<file path="src/rtl/core/spdt_pkg.sv">
`default_nettype none

package spdt_pkg;

  // request kinds
  typedef enum logic [1:0] {
    KIND_PUSH     = 2'd0,
    KIND_TRANSFER = 2'd1,
    KIND_DISPATCH = 2'd2,
    KIND_REPORT   = 2'd3
  } kind_t;

  // entry marks as stored in the table
  typedef enum logic [1:0] {
    MARK_NONE       = 2'd0,
    MARK_RECEIVED   = 2'd1,
    MARK_WAITING    = 2'd2,
    MARK_DISPATCHED = 2'd3
  } mark_t;

  // result status codes
  typedef enum logic [2:0] {
    STATUS_OK          = 3'd0,
    STATUS_STACK_EMPTY = 3'd1,
    STATUS_QUEUE_EMPTY = 3'd2,
    STATUS_NONE_READY  = 3'd3,
    STATUS_FULL        = 3'd4
  } status_t;

  // sequencer states
  typedef enum logic [2:0] {
    S_IDLE,
    S_T_MOD,
    S_T_SCAN,
    S_D_SCAN,
    S_D_MARK,
    S_F_SCAN,
    S_DONE
  } state_t;

  localparam int PRIO_BITS = 2;
  localparam int MARK_BITS = 2;

endpackage

`default_nettype wire

</file>
<file path="src/rtl/core/spdt_entry_ram.sv">
`default_nettype none

module spdt_entry_ram #(
  parameter int DEPTH = 64,
  parameter int WIDTH = 20,
  localparam int AW = $clog2(DEPTH)
) (
  input  wire logic             clk,
  input  wire logic             we,
  input  wire logic [AW-1:0]    waddr,
  input  wire logic [WIDTH-1:0] wdata,
  input  wire logic [AW-1:0]    raddr,
  output logic      [WIDTH-1:0] rdata
);

  logic [WIDTH-1:0] mem [DEPTH];

  // write port
  always_ff @(posedge clk) begin
    if (we) begin
      mem[waddr] <= wdata;
    end
  end

  // registered read port
  always_ff @(posedge clk) begin
    rdata <= mem[raddr];
  end

endmodule

`default_nettype wire

</file>
<file path="src/rtl/core/staged_priority_dispatch_table.sv">
`default_nettype none

// Staged priority dispatch table. Each request (push, transfer, dispatch or
// report) yields one result carrying a status, the affected entry and the
// table counters after the request. Requests are taken one at a time; all
// entry state sits in a single memory with one read and one write port, and
// every scan visits one entry per cycle through that read port. Push and
// report go straight to the done state, as do a transfer with an empty
// stack and a dispatch with an empty window; any other transfer marks the
// old stack top waiting and then scans the entries below it for the new
// top; any other dispatch scans the queue window, marks the best entry and,
// if that entry was the front, scans on to move the front. A result waits
// in the output register while the next request is accepted. The memory
// needs no clearing after reset.
module staged_priority_dispatch_table #(
  parameter int TABLE_DEPTH = 64,
  parameter int ID_BITS     = 16,
  localparam int IW = $clog2(TABLE_DEPTH),
  localparam int CW = $clog2(TABLE_DEPTH + 1)
) (
  input  wire logic                    clk,
  input  wire logic                    rst,
  input  wire logic                    in_valid,
  output logic                         in_stall,
  input  wire spdt_pkg::kind_t         kind,
  input  wire logic [ID_BITS-1:0]      package_id,
  input  wire logic [1:0]              priority_req,
  output logic                         out_valid,
  input  wire logic                    out_stall,
  output spdt_pkg::status_t            status,
  output logic      [ID_BITS-1:0]      result_id,
  output logic      [1:0]              result_priority,
  output logic      [IW-1:0]           result_index,
  output logic      [CW-1:0]           received_count,
  output logic      [CW-1:0]           waiting_count,
  output logic      [CW-1:0]           dispatched_count,
  output logic      [CW-1:0]           front_index,
  output logic      [CW-1:0]           end_index,
  output logic      [IW-1:0]           top_index,
  output logic                         top_valid
);

  import spdt_pkg::*;

  localparam int EW = ID_BITS + PRIO_BITS + MARK_BITS;
  localparam logic [CW-1:0] DEPTH_C = CW'(TABLE_DEPTH);
  localparam logic [CW-1:0] ONE_C   = CW'(1);

  // table state
  state_t          state, state_next;
  logic [CW-1:0]   fill_count;
  logic [IW-1:0]   stack_top;
  logic            stack_valid;
  logic [CW-1:0]   queue_front;
  logic [CW-1:0]   queue_end;
  logic [CW-1:0]   count_received;
  logic [CW-1:0]   count_waiting;
  logic [CW-1:0]   count_dispatched;
  logic            hit;

  // scan and result staging
  logic [CW-1:0]       ptr;
  logic [IW-1:0]       sel_idx;
  logic [ID_BITS-1:0]  best_id;
  logic [1:0]          best_prio;
  status_t             res_status;
  logic [ID_BITS-1:0]  res_id;
  logic [1:0]          res_prio;
  logic [IW-1:0]       res_idx;

  // memory ports
  logic            mem_we;
  logic [IW-1:0]   mem_waddr;
  logic [EW-1:0]   mem_wdata;
  logic [IW-1:0]   mem_raddr;
  logic [EW-1:0]   mem_rdata;

  logic [ID_BITS-1:0] rd_id;
  logic [1:0]         rd_prio;
  mark_t              rd_mark;

  logic accept;
  logic out_free;
  logic cand;
  logic [CW-1:0] top_plus;
  logic [CW-1:0] ptr_plus;
  logic [CW-1:0] front_plus;

  spdt_entry_ram #(
    .DEPTH (TABLE_DEPTH),
    .WIDTH (EW)
  ) u_ram (
    .clk   (clk),
    .we    (mem_we),
    .waddr (mem_waddr),
    .wdata (mem_wdata),
    .raddr (mem_raddr),
    .rdata (mem_rdata)
  );

  assign rd_id   = mem_rdata[EW-1:PRIO_BITS+MARK_BITS];
  assign rd_prio = mem_rdata[PRIO_BITS+MARK_BITS-1:MARK_BITS];
  assign rd_mark = mark_t'(mem_rdata[MARK_BITS-1:0]);

  assign accept     = in_valid && !in_stall;
  assign out_free   = !out_valid || !out_stall;
  assign top_plus   = CW'(stack_top) + ONE_C;
  assign ptr_plus   = ptr + ONE_C;
  assign front_plus = queue_front + ONE_C;

  // dispatch candidate: waiting, valid priority, strictly better than best
  assign cand = (rd_mark == MARK_WAITING) && (rd_prio != 2'd0) &&
                (!hit || (rd_prio < best_prio));

  // next state
  always_comb begin
    state_next = state;
    unique case (state)
      S_IDLE: begin
        if (in_valid) begin
          unique case (kind)
            KIND_TRANSFER: state_next = stack_valid ? S_T_MOD : S_DONE;
            KIND_DISPATCH: state_next = (queue_front >= queue_end) ? S_DONE : S_D_SCAN;
            default:       state_next = S_DONE;
          endcase
        end
      end
      S_T_MOD:  state_next = (stack_top == '0) ? S_DONE : S_T_SCAN;
      S_T_SCAN: begin
        if ((rd_mark == MARK_RECEIVED) || (ptr == '0)) state_next = S_DONE;
      end
      S_D_SCAN: begin
        if (ptr_plus >= queue_end) state_next = S_D_MARK;
      end
      S_D_MARK: begin
        if (hit && (CW'(sel_idx) == queue_front) && (front_plus < queue_end)) begin
          state_next = S_F_SCAN;
        end else begin
          state_next = S_DONE;
        end
      end
      S_F_SCAN: begin
        if ((rd_mark == MARK_WAITING) || (ptr_plus >= queue_end)) state_next = S_DONE;
      end
      S_DONE: begin
        if (out_free) state_next = S_IDLE;
      end
      default: state_next = S_IDLE;
    endcase
  end

  // memory control and input handshake
  always_comb begin
    in_stall  = (state != S_IDLE);
    mem_we    = 1'b0;
    mem_waddr = fill_count[IW-1:0];
    mem_wdata = {package_id, priority_req, MARK_RECEIVED};
    mem_raddr = stack_top;
    unique case (state)
      S_IDLE: begin
        mem_we    = in_valid && (kind == KIND_PUSH) && (fill_count < DEPTH_C);
        mem_raddr = (kind == KIND_DISPATCH) ? queue_front[IW-1:0] : stack_top;
      end
      S_T_MOD: begin
        mem_we    = 1'b1;
        mem_waddr = stack_top;
        mem_wdata = {rd_id, rd_prio, MARK_WAITING};
        mem_raddr = stack_top - IW'(1);
      end
      S_T_SCAN: mem_raddr = ptr[IW-1:0] - IW'(1);
      S_D_SCAN: mem_raddr = ptr_plus[IW-1:0];
      S_D_MARK: begin
        mem_we    = hit;
        mem_waddr = sel_idx;
        mem_wdata = {best_id, best_prio, MARK_DISPATCHED};
        mem_raddr = front_plus[IW-1:0];
      end
      S_F_SCAN: mem_raddr = ptr_plus[IW-1:0];
      default: mem_raddr = stack_top;
    endcase
  end

  // control state
  always_ff @(posedge clk) begin
    if (rst) begin
      state            <= S_IDLE;
      out_valid        <= 1'b0;
      fill_count       <= '0;
      stack_top        <= '0;
      stack_valid      <= 1'b0;
      queue_front      <= '0;
      queue_end        <= '0;
      count_received   <= '0;
      count_waiting    <= '0;
      count_dispatched <= '0;
      hit              <= 1'b0;
    end else begin
      state <= state_next;
      // hold a stalled result, raise valid when a new one is loaded
      out_valid <= ((state == S_DONE) && out_free) || (out_valid && out_stall);
      unique case (state)
        S_IDLE: begin
          hit <= 1'b0;
          if (accept && (kind == KIND_PUSH) && (fill_count < DEPTH_C)) begin
            stack_top      <= fill_count[IW-1:0];
            stack_valid    <= 1'b1;
            fill_count     <= fill_count + ONE_C;
            count_received <= count_received + ONE_C;
          end
        end
        S_T_MOD: begin
          if ((rd_mark == MARK_RECEIVED) && (count_received != '0)) begin
            count_received <= count_received - ONE_C;
          end
          count_waiting <= count_waiting + ONE_C;
          if (top_plus > queue_end) queue_end <= top_plus;
          stack_valid <= 1'b0;
          stack_top   <= '0;
        end
        S_T_SCAN: begin
          if (rd_mark == MARK_RECEIVED) begin
            stack_top   <= ptr[IW-1:0];
            stack_valid <= 1'b1;
          end
        end
        S_D_SCAN: begin
          if (cand) hit <= 1'b1;
        end
        S_D_MARK: begin
          if (hit) begin
            if (count_waiting != '0) count_waiting <= count_waiting - ONE_C;
            count_dispatched <= count_dispatched + ONE_C;
            if ((CW'(sel_idx) == queue_front) && (front_plus >= queue_end)) begin
              queue_front <= front_plus;
            end
          end
        end
        S_F_SCAN: begin
          if (rd_mark == MARK_WAITING) begin
            queue_front <= ptr;
          end else if (ptr_plus >= queue_end) begin
            queue_front <= ptr_plus;
          end
        end
        default: ;
      endcase
    end
  end

  // scan pointers, result staging and output register
  always_ff @(posedge clk) begin
    unique case (state)
      S_IDLE: begin
        ptr <= queue_front;
        if ((kind == KIND_PUSH) && (fill_count < DEPTH_C)) begin
          res_id   <= package_id;
          res_prio <= priority_req;
          res_idx  <= fill_count[IW-1:0];
        end else begin
          res_id   <= '0;
          res_prio <= '0;
          res_idx  <= '0;
        end
        unique case (kind)
          KIND_PUSH:     res_status <= (fill_count < DEPTH_C) ? STATUS_OK : STATUS_FULL;
          KIND_TRANSFER: res_status <= stack_valid ? STATUS_OK : STATUS_STACK_EMPTY;
          KIND_DISPATCH: begin
            res_status <= (queue_front >= queue_end) ? STATUS_QUEUE_EMPTY : STATUS_OK;
          end
          default:       res_status <= STATUS_OK;
        endcase
      end
      S_T_MOD: begin
        res_id   <= rd_id;
        res_prio <= rd_prio;
        res_idx  <= stack_top;
        ptr      <= CW'(stack_top) - ONE_C;
      end
      S_T_SCAN: ptr <= ptr - ONE_C;
      S_D_SCAN: begin
        if (cand) begin
          sel_idx   <= ptr[IW-1:0];
          best_id   <= rd_id;
          best_prio <= rd_prio;
        end
        ptr <= ptr_plus;
      end
      S_D_MARK: begin
        if (hit) begin
          res_id   <= best_id;
          res_prio <= best_prio;
          res_idx  <= sel_idx;
        end else begin
          res_status <= STATUS_NONE_READY;
        end
        ptr <= front_plus;
      end
      S_F_SCAN: ptr <= ptr_plus;
      S_DONE: begin
        if (out_free) begin
          status           <= res_status;
          result_id        <= res_id;
          result_priority  <= res_prio;
          result_index     <= res_idx;
          received_count   <= count_received;
          waiting_count    <= count_waiting;
          dispatched_count <= count_dispatched;
          front_index      <= queue_front;
          end_index        <= queue_end;
          top_index        <= stack_valid ? stack_top : '0;
          top_valid        <= stack_valid;
        end
      end
      default: ;
    endcase
  end

endmodule

`default_nettype wire
</file>
<file path="config.mk">
export PLATFORM = sky130hd
export DESIGN_NAME = staged_priority_dispatch_table
export DESIGN_NICKNAME = d
export VERILOG_FILES = /design/src/rtl/core/spdt_pkg.sv /design/src/rtl/core/spdt_entry_ram.sv /design/src/rtl/core/staged_priority_dispatch_table.sv
export SDC_FILE = /design/constraint.sdc
export NUM_CORES = 2
export LEC_CHECK = 0
export BUFFER_PORTS_ARGS = -buffer_cell sky130_fd_sc_hd__clkbuf_2
export CAP_MARGIN = 20
export CORE_MARGIN = 5
export CORE_UTILIZATION = 55
export DETAILED_ROUTE_END_ITERATION = 10
export PLACE_DENSITY = 0.78
export SLEW_MARGIN = 30
export SYNTH_ARGS = -nofsm -noshare
export SYNTH_HDL_FRONTEND = slang
export SYNTH_SLANG_ARGS = --single-unit
</file>
<file path="constraint.sdc">
create_clock -name clk -period 6.2 [get_ports clk]
set_input_delay 0.31 -clock clk [delete_from_list [all_inputs] [get_ports clk]]
set_output_delay 0.31 -clock clk [all_outputs]
set_load 0.1 [all_outputs]
</file>
* After elaboration in Yosys (flattened, before gate mapping)
Memory sizes are Yosys's and may differ from the RTL's. A register that Yosys moved wholly into a read port is not among the register bits.
Cells that the tools add are included.
** Cells by class
- Muxes and demuxes :: 53
- Add/sub/neg operators :: 13
- Order comparisons :: 7
- Reductions and logical operators :: 53
- Equality and inequality tests :: 25
** Operator list (number)
- $mux W7 :: 8
- $pmux W16 S3 :: 1
- $add A7 B1 Y7 const B :: 6
- $pmux W7 S2 :: 3
- $pmux W20 S2 :: 1
- $pmux W6 S3 :: 2
- $pmux W7 S5 :: 1
- $mux W16 :: 2
- $mux W3 :: 10
- $mux W6 :: 5
- $pmux W6 S5 :: 1
- $ne A2 B2 Y1 const B :: 13
- $ge A7 B7 Y1 :: 3
- $pmux W3 S7 :: 1
- $sub A7 B1 Y7 const B :: 3
- $reduce_and A2 Y1 :: 8
- $logic_and A1 B1 Y1 :: 14
- $reduce_bool A7 Y1 :: 2
- $pmux W3 S2 :: 2
- $pmux W6 S2 :: 1
- $reduce_bool A2 Y1 :: 6
- $sub A6 B1 Y6 const B :: 2
- $eq A3 B3 Y1 const B :: 3
- $pmux W3 S3 :: 1
- 29 further kinds :: 52
** Storage, ports and cells
- Logic and storage cells :: 182
- Flip-flop bits (word level) :: 181
- Memory bits (writable) :: 1280
- Input port bits :: 24
- Memories :: 1
** Memories
- u_ram.mem :: words 64, bits a word 20, rd ports 1, clocked after memory_dff 1, wr ports 1, line spdt_entry_ram.sv:16 : logic [WIDTH-1:0] mem [DEPTH];

* Depth between registers and ports, before layout
- Depth after elaboration :: 7
- Gate-level depth with buffers :: 19
- Mapped depth without buffers :: 13

* Cells and area by module
Synthesis repeated with hierarchy kept, for this count alone.
** Unflattened totals
- Cell total of the unflattened synthesis :: 3104
- Area total of the unflattened synthesis :: 58728.8 um^2
** By module, submodules not included
- spdt_entry_ram :: area an instance 49486.2 um^2, times used 1, seq. area each 38837.2 um^2, cells an instance 2243
- staged_priority_dispatch_table :: area an instance 9242.6 um^2, times used 1, seq. area each 4894.7 um^2, cells an instance 861

* Worst setup path after synthesis
Ideal clock, no wire load.
- Path type :: reg-to-reg
- Start :: reg state[2]
- End :: reg dispatched_count[0] (enable)
- Setup slack :: -0.498 ns
- Period minus slack after synthesis :: 6.698 ns
- Library setup time :: 0.598 ns
- Arrival time :: 6.100 ns
- Data required time :: 5.602 ns
- Cell stages (with the launch flop) :: 5
- Cells stage by stage :: dfxtp_1 > inv_1 > nor2_1 > inv_1 > a211oi_1
** On the way
- Word-level cells in the longest chain between the ends :: 2
** RTL lines
- start: declaration :: line staged_priority_dispatch_table.sv:50 : state_t state, state_next;
- start signal: assignment :: line staged_priority_dispatch_table.sv:198 : state <= state_next;
- $eq A3 B3 Y1 :: line staged_priority_dispatch_table.sv:252 : unique case (state)
- $reduce_and A2 Y1 (no source line)
- end signal: assignment :: line staged_priority_dispatch_table.sv:307 : dispatched_count <= count_dispatched;
- end: declaration :: line staged_priority_dispatch_table.sv:36 : output logic [CW-1:0] dispatched_count,
No other way between the ends.
A chain may end at the register's enable or synchronous reset.

* Final worst setup path
- Start :: reg state[0]
- End :: reg u_ram.rdata[11], read port of u_ram.mem
** On the way
- Word-level cells in the longest chain between the ends :: 3
- Elaborated cells between the ends (all ways) :: 8
** RTL lines
- $eq A3 B2 Y1 / $eq A3 B3 Y1 (equally long branches) :: line staged_priority_dispatch_table.sv:159 : unique case (state)
- $reduce_or A2 Y1 (no source line)
- $pmux W6 S5 (*) :: line staged_priority_dispatch_table.sv:159
- end: declaration :: line spdt_entry_ram.sv:13 : output logic [WIDTH-1:0] rdata
Mark *: on every way between the ends. The rest lies on a longest branch, timed or not.

==> key figures <==
CTS
  – Clock Pin Slew Worst Setup and Hold Paths: 0.06 ns
  – CTS Buf Count: 146
  – Setup Fix Bufs, Post-CTS: 0
  – H-tree levels: 4
  – Clk sink count: 1481
  – CTS tree: yes
  – Clock Latency Late Sink: 0.74 ns
  – Longest Clk Path Bufs: 3
  – Root Driver: clkbuf_16
  – CTS-repair resized insts: 0

Routing
  – Pre-antenna DRT Iters: 6
  – Post-route ant nets: 0
  – Initial DRC count: 6126
  – WL final: 160000 um
  – Via-to-Cell Ratio: 6.46
  – Drt drc: 0
  – Via count: 38600
  – Routed len/inst: 26.8 um

Global route
  – GR Util met1: 37.1%
  – Grt met2 use: 42.1%
  – Overall Global Routing Usage: 27.2%
  – GR peak layer: met2
  – Initial antenna violation count: 4
  – Largest net degree at the start of global routing: 146
  – Global-route wire length before repair: 236000 um
  – Met3 Use GR: 5.85%
  – Vias in the first global route: 37000
  – GRT Residual Overflow: 0

STA
  – Final slew viol count: 0
  – Final setup fails: 0
  – Worst Tran Pin Value: 1.02 ns
  – Setup TNS: 0 ns
  – Final hold viol count: 0
  – Final Cycle Share: 86.6%
  – Min Tclk post-route: 5.37 ns
  – Relative slew slack: 31.7%
  – Final worst slack: 0.828 ns
  – Clock skew: 0.0330 ns
  – Achievable Freq: 186 MHz
  – RSZ-0062 raised after global routing: no
  – Hold slack: 0.0925 ns

Layout
  – Fin util: 62.5%
  – Area Growth Syn to Fin: 12.9%
  – Post-route cell area: 67000 um2
  – Ant diodes: 0
  – # fillers: 7484
  – Finished Layout Cells: 5969
  – # nets final: 4531
  – Fraction of layout cells with a size suffix above 1: 12.0%

Status
  – Status: complete, no violations

Worst setup path
  – Worst-path maximum fanout: 20
  – Worst R2R Path Depth: 13
  – Worst setup SP type: register
  – Critical path arrival: 6.05 ns
  – Crit path required time: 6.88 ns
  – Crit end category: register
  – Crit Path Class: register to register

Synthesis
  – Cell accounting for the most synthesized area: edfxtp_1
  – Cell area after synthesis: 59400 um2
  – Seq cells post-synth: 1481
  – Post-synth top area share: 71.2%
  – EDFF count, synth: 1407
  – Synth cell types: 69
  – Yosys Warn Count: 0
  – Post-Synthesis Cells: 4316
  – Primary FF master, synth: edfxtp_1
  – Synth Net Count: 4393
  – Avg Cell Area, Syn: 13.8 um2
  – Synth cell count leaders: edfxtp_1, nand2_1, a21oi_1, clkbuf_1, nor2_1
  – Top-count cell post-synth: edfxtp_1
  – Most area-consuming cells after synthesis: edfxtp_1, nand2_1, dfxtp_1, mux2i_1, a21oi_1
  – Asr flop ratio synth: 0%
  – Register area share after synthesis: 73.7%

Hold path
  – WHS Path Cells: 3
  – Hold/Removal Path Class: input port to register

Placement
  – Post-DP HPWL: 95700 um
  – # port buffers: 94
  – Placed cell areas: 62300 um2
  – Placed cells: 5690
  – RePlAce Congestion: 0.959
  – Place WS: 1.06 ns

Power
  – Clock group share of total power: 24.1%
  – Comb power frac: 40.2%
  – Pwr dens: 528 nW/um2
  – Peak supply drop: 0.000749 V
  – Sequential power share: 35.8%
  – Int Pwr: 21.2 mW
  – Switching portion of total power: 40.2%
  – P_sw: 14.2 mW
  – Tot Pwr: 35.4 mW
  – P_leak: 23.0 nW

Die
  – # rows: 120
  – Die width: 339 um
  – Full die area: 115000 um2
  – Top Ports: 95
  – Die height: 339 um
  – Initial Utilization: 55.4%
  – Core Region: 107000 um2

Flow run
  – Maxcap violations: 0
==> area by class of cell <==
cell class | count | area [um2] | area share, %
tap | 1403 | 1760 | 2.62
inverter | 32 | 120 | 0.179
clock buffer | 213 | 4080 | 6.09
timing repair buffer | 278 | 2150 | 3.21
multi-input combinational | 2515 | 14700 | 22.0
sequential | 1481 | 43700 | 65.2
clock inverter | 47 | 484 | 0.722
==> power by group through the flow <==
| stage | logic [mW] | clock network (mW) | registers (mW) |
|---|---|---|---|
| finish | 14.2 | 8.52 | 12.7 |
| CTS | 13.9 | 8.58 | 12.6 |
| global route | 15.0 | 9.02 | 12.7 |
| global placement | 13.4 | 0 | 12.8 |
| floorplan | 8.42 | 0 | 13.3 |
| detailed placement | 13.8 | 0 | 12.8 |
==> registers in the layout, indices dropped and copies added (netlist names), 16 cells and up <==
register,flops
u_ram.rdata,20
res_id,16
best_id,16
result_id,16
u_ram.mem,1280
==> cell usage in the layout (no fill, tap or decap), types with 51 or more instances in the layout <==
master and count:
clkbuf_1 57, nor2_1 115, clkbuf_16 153, o22ai_1 102, mux2i_1 139, nand4_1 74, nand2_1 796, a211oi_1 92
nor2_2 55, o21ai_0 66, nor2b_1 93, ha_1 51, edfxtp_1 1407, dfxtp_1 74, buf_4 145, a31oi_1 86
a21oi_1 269, nand3_1 140, clkbuf_2 94, a22oi_1 72
==> kinds of logic (layout without fill, tap and decap cells) <==
group / count (synthesis) / in the layout / share of synthesized area (%)
xor gates and xnor gates: 54 / 54 / 0.797
adders and majority gates: 53 / 53 / 1.14
DFF: 1481 / 1481 / 73.7
muxes: 140 / 140 / 2.37
buffers and inverters: 320 / 570 / 2.12
and+or+nand+nor: 1386 / 1386 / 10.2
AOI/OAI and AO/OA: 882 / 882 / 9.69
==> worst max-delay path, cell delays in order (launching register included) <==
cell	delay, ns
dfxtp_1	0.52
or3b_1	0.61
nor2_1	0.16
a21oi_1	0.06
ha_1	0.26
nor3b_1	0.16
mux2_4	0.31
xor2_1	0.18
a2111oi_4	0.66
nor2_1	0.20
nand2_1	0.64
o22ai_1	0.36
a2111oi_1	0.98
a21o_1	0.22
==> layer usage <==
layer / part of all wire, % / wire length, um
met1: 36 / 58300
met3: 12 / 19300
met5: 0 / 0
met4: 5.5 / 8720
met2: 46 / 73600
==> path summary, 6_finish.rpt <==
kind,from,end,slack [ns]
min reg2reg,res_id[7],result_id[7],0.40
max,state[0],u_ram.rdata[11],0.83
max reg2reg,state[0],u_ram.rdata[11],0.83
min,kind[1],res_status[0],0.09
==> timing repair <==
action	CTS	global route
hold endpoints to repair	19	0
hold buffers	19	0
setup endpoints to repair	0	0
Power figures use the tool's default switching activity.
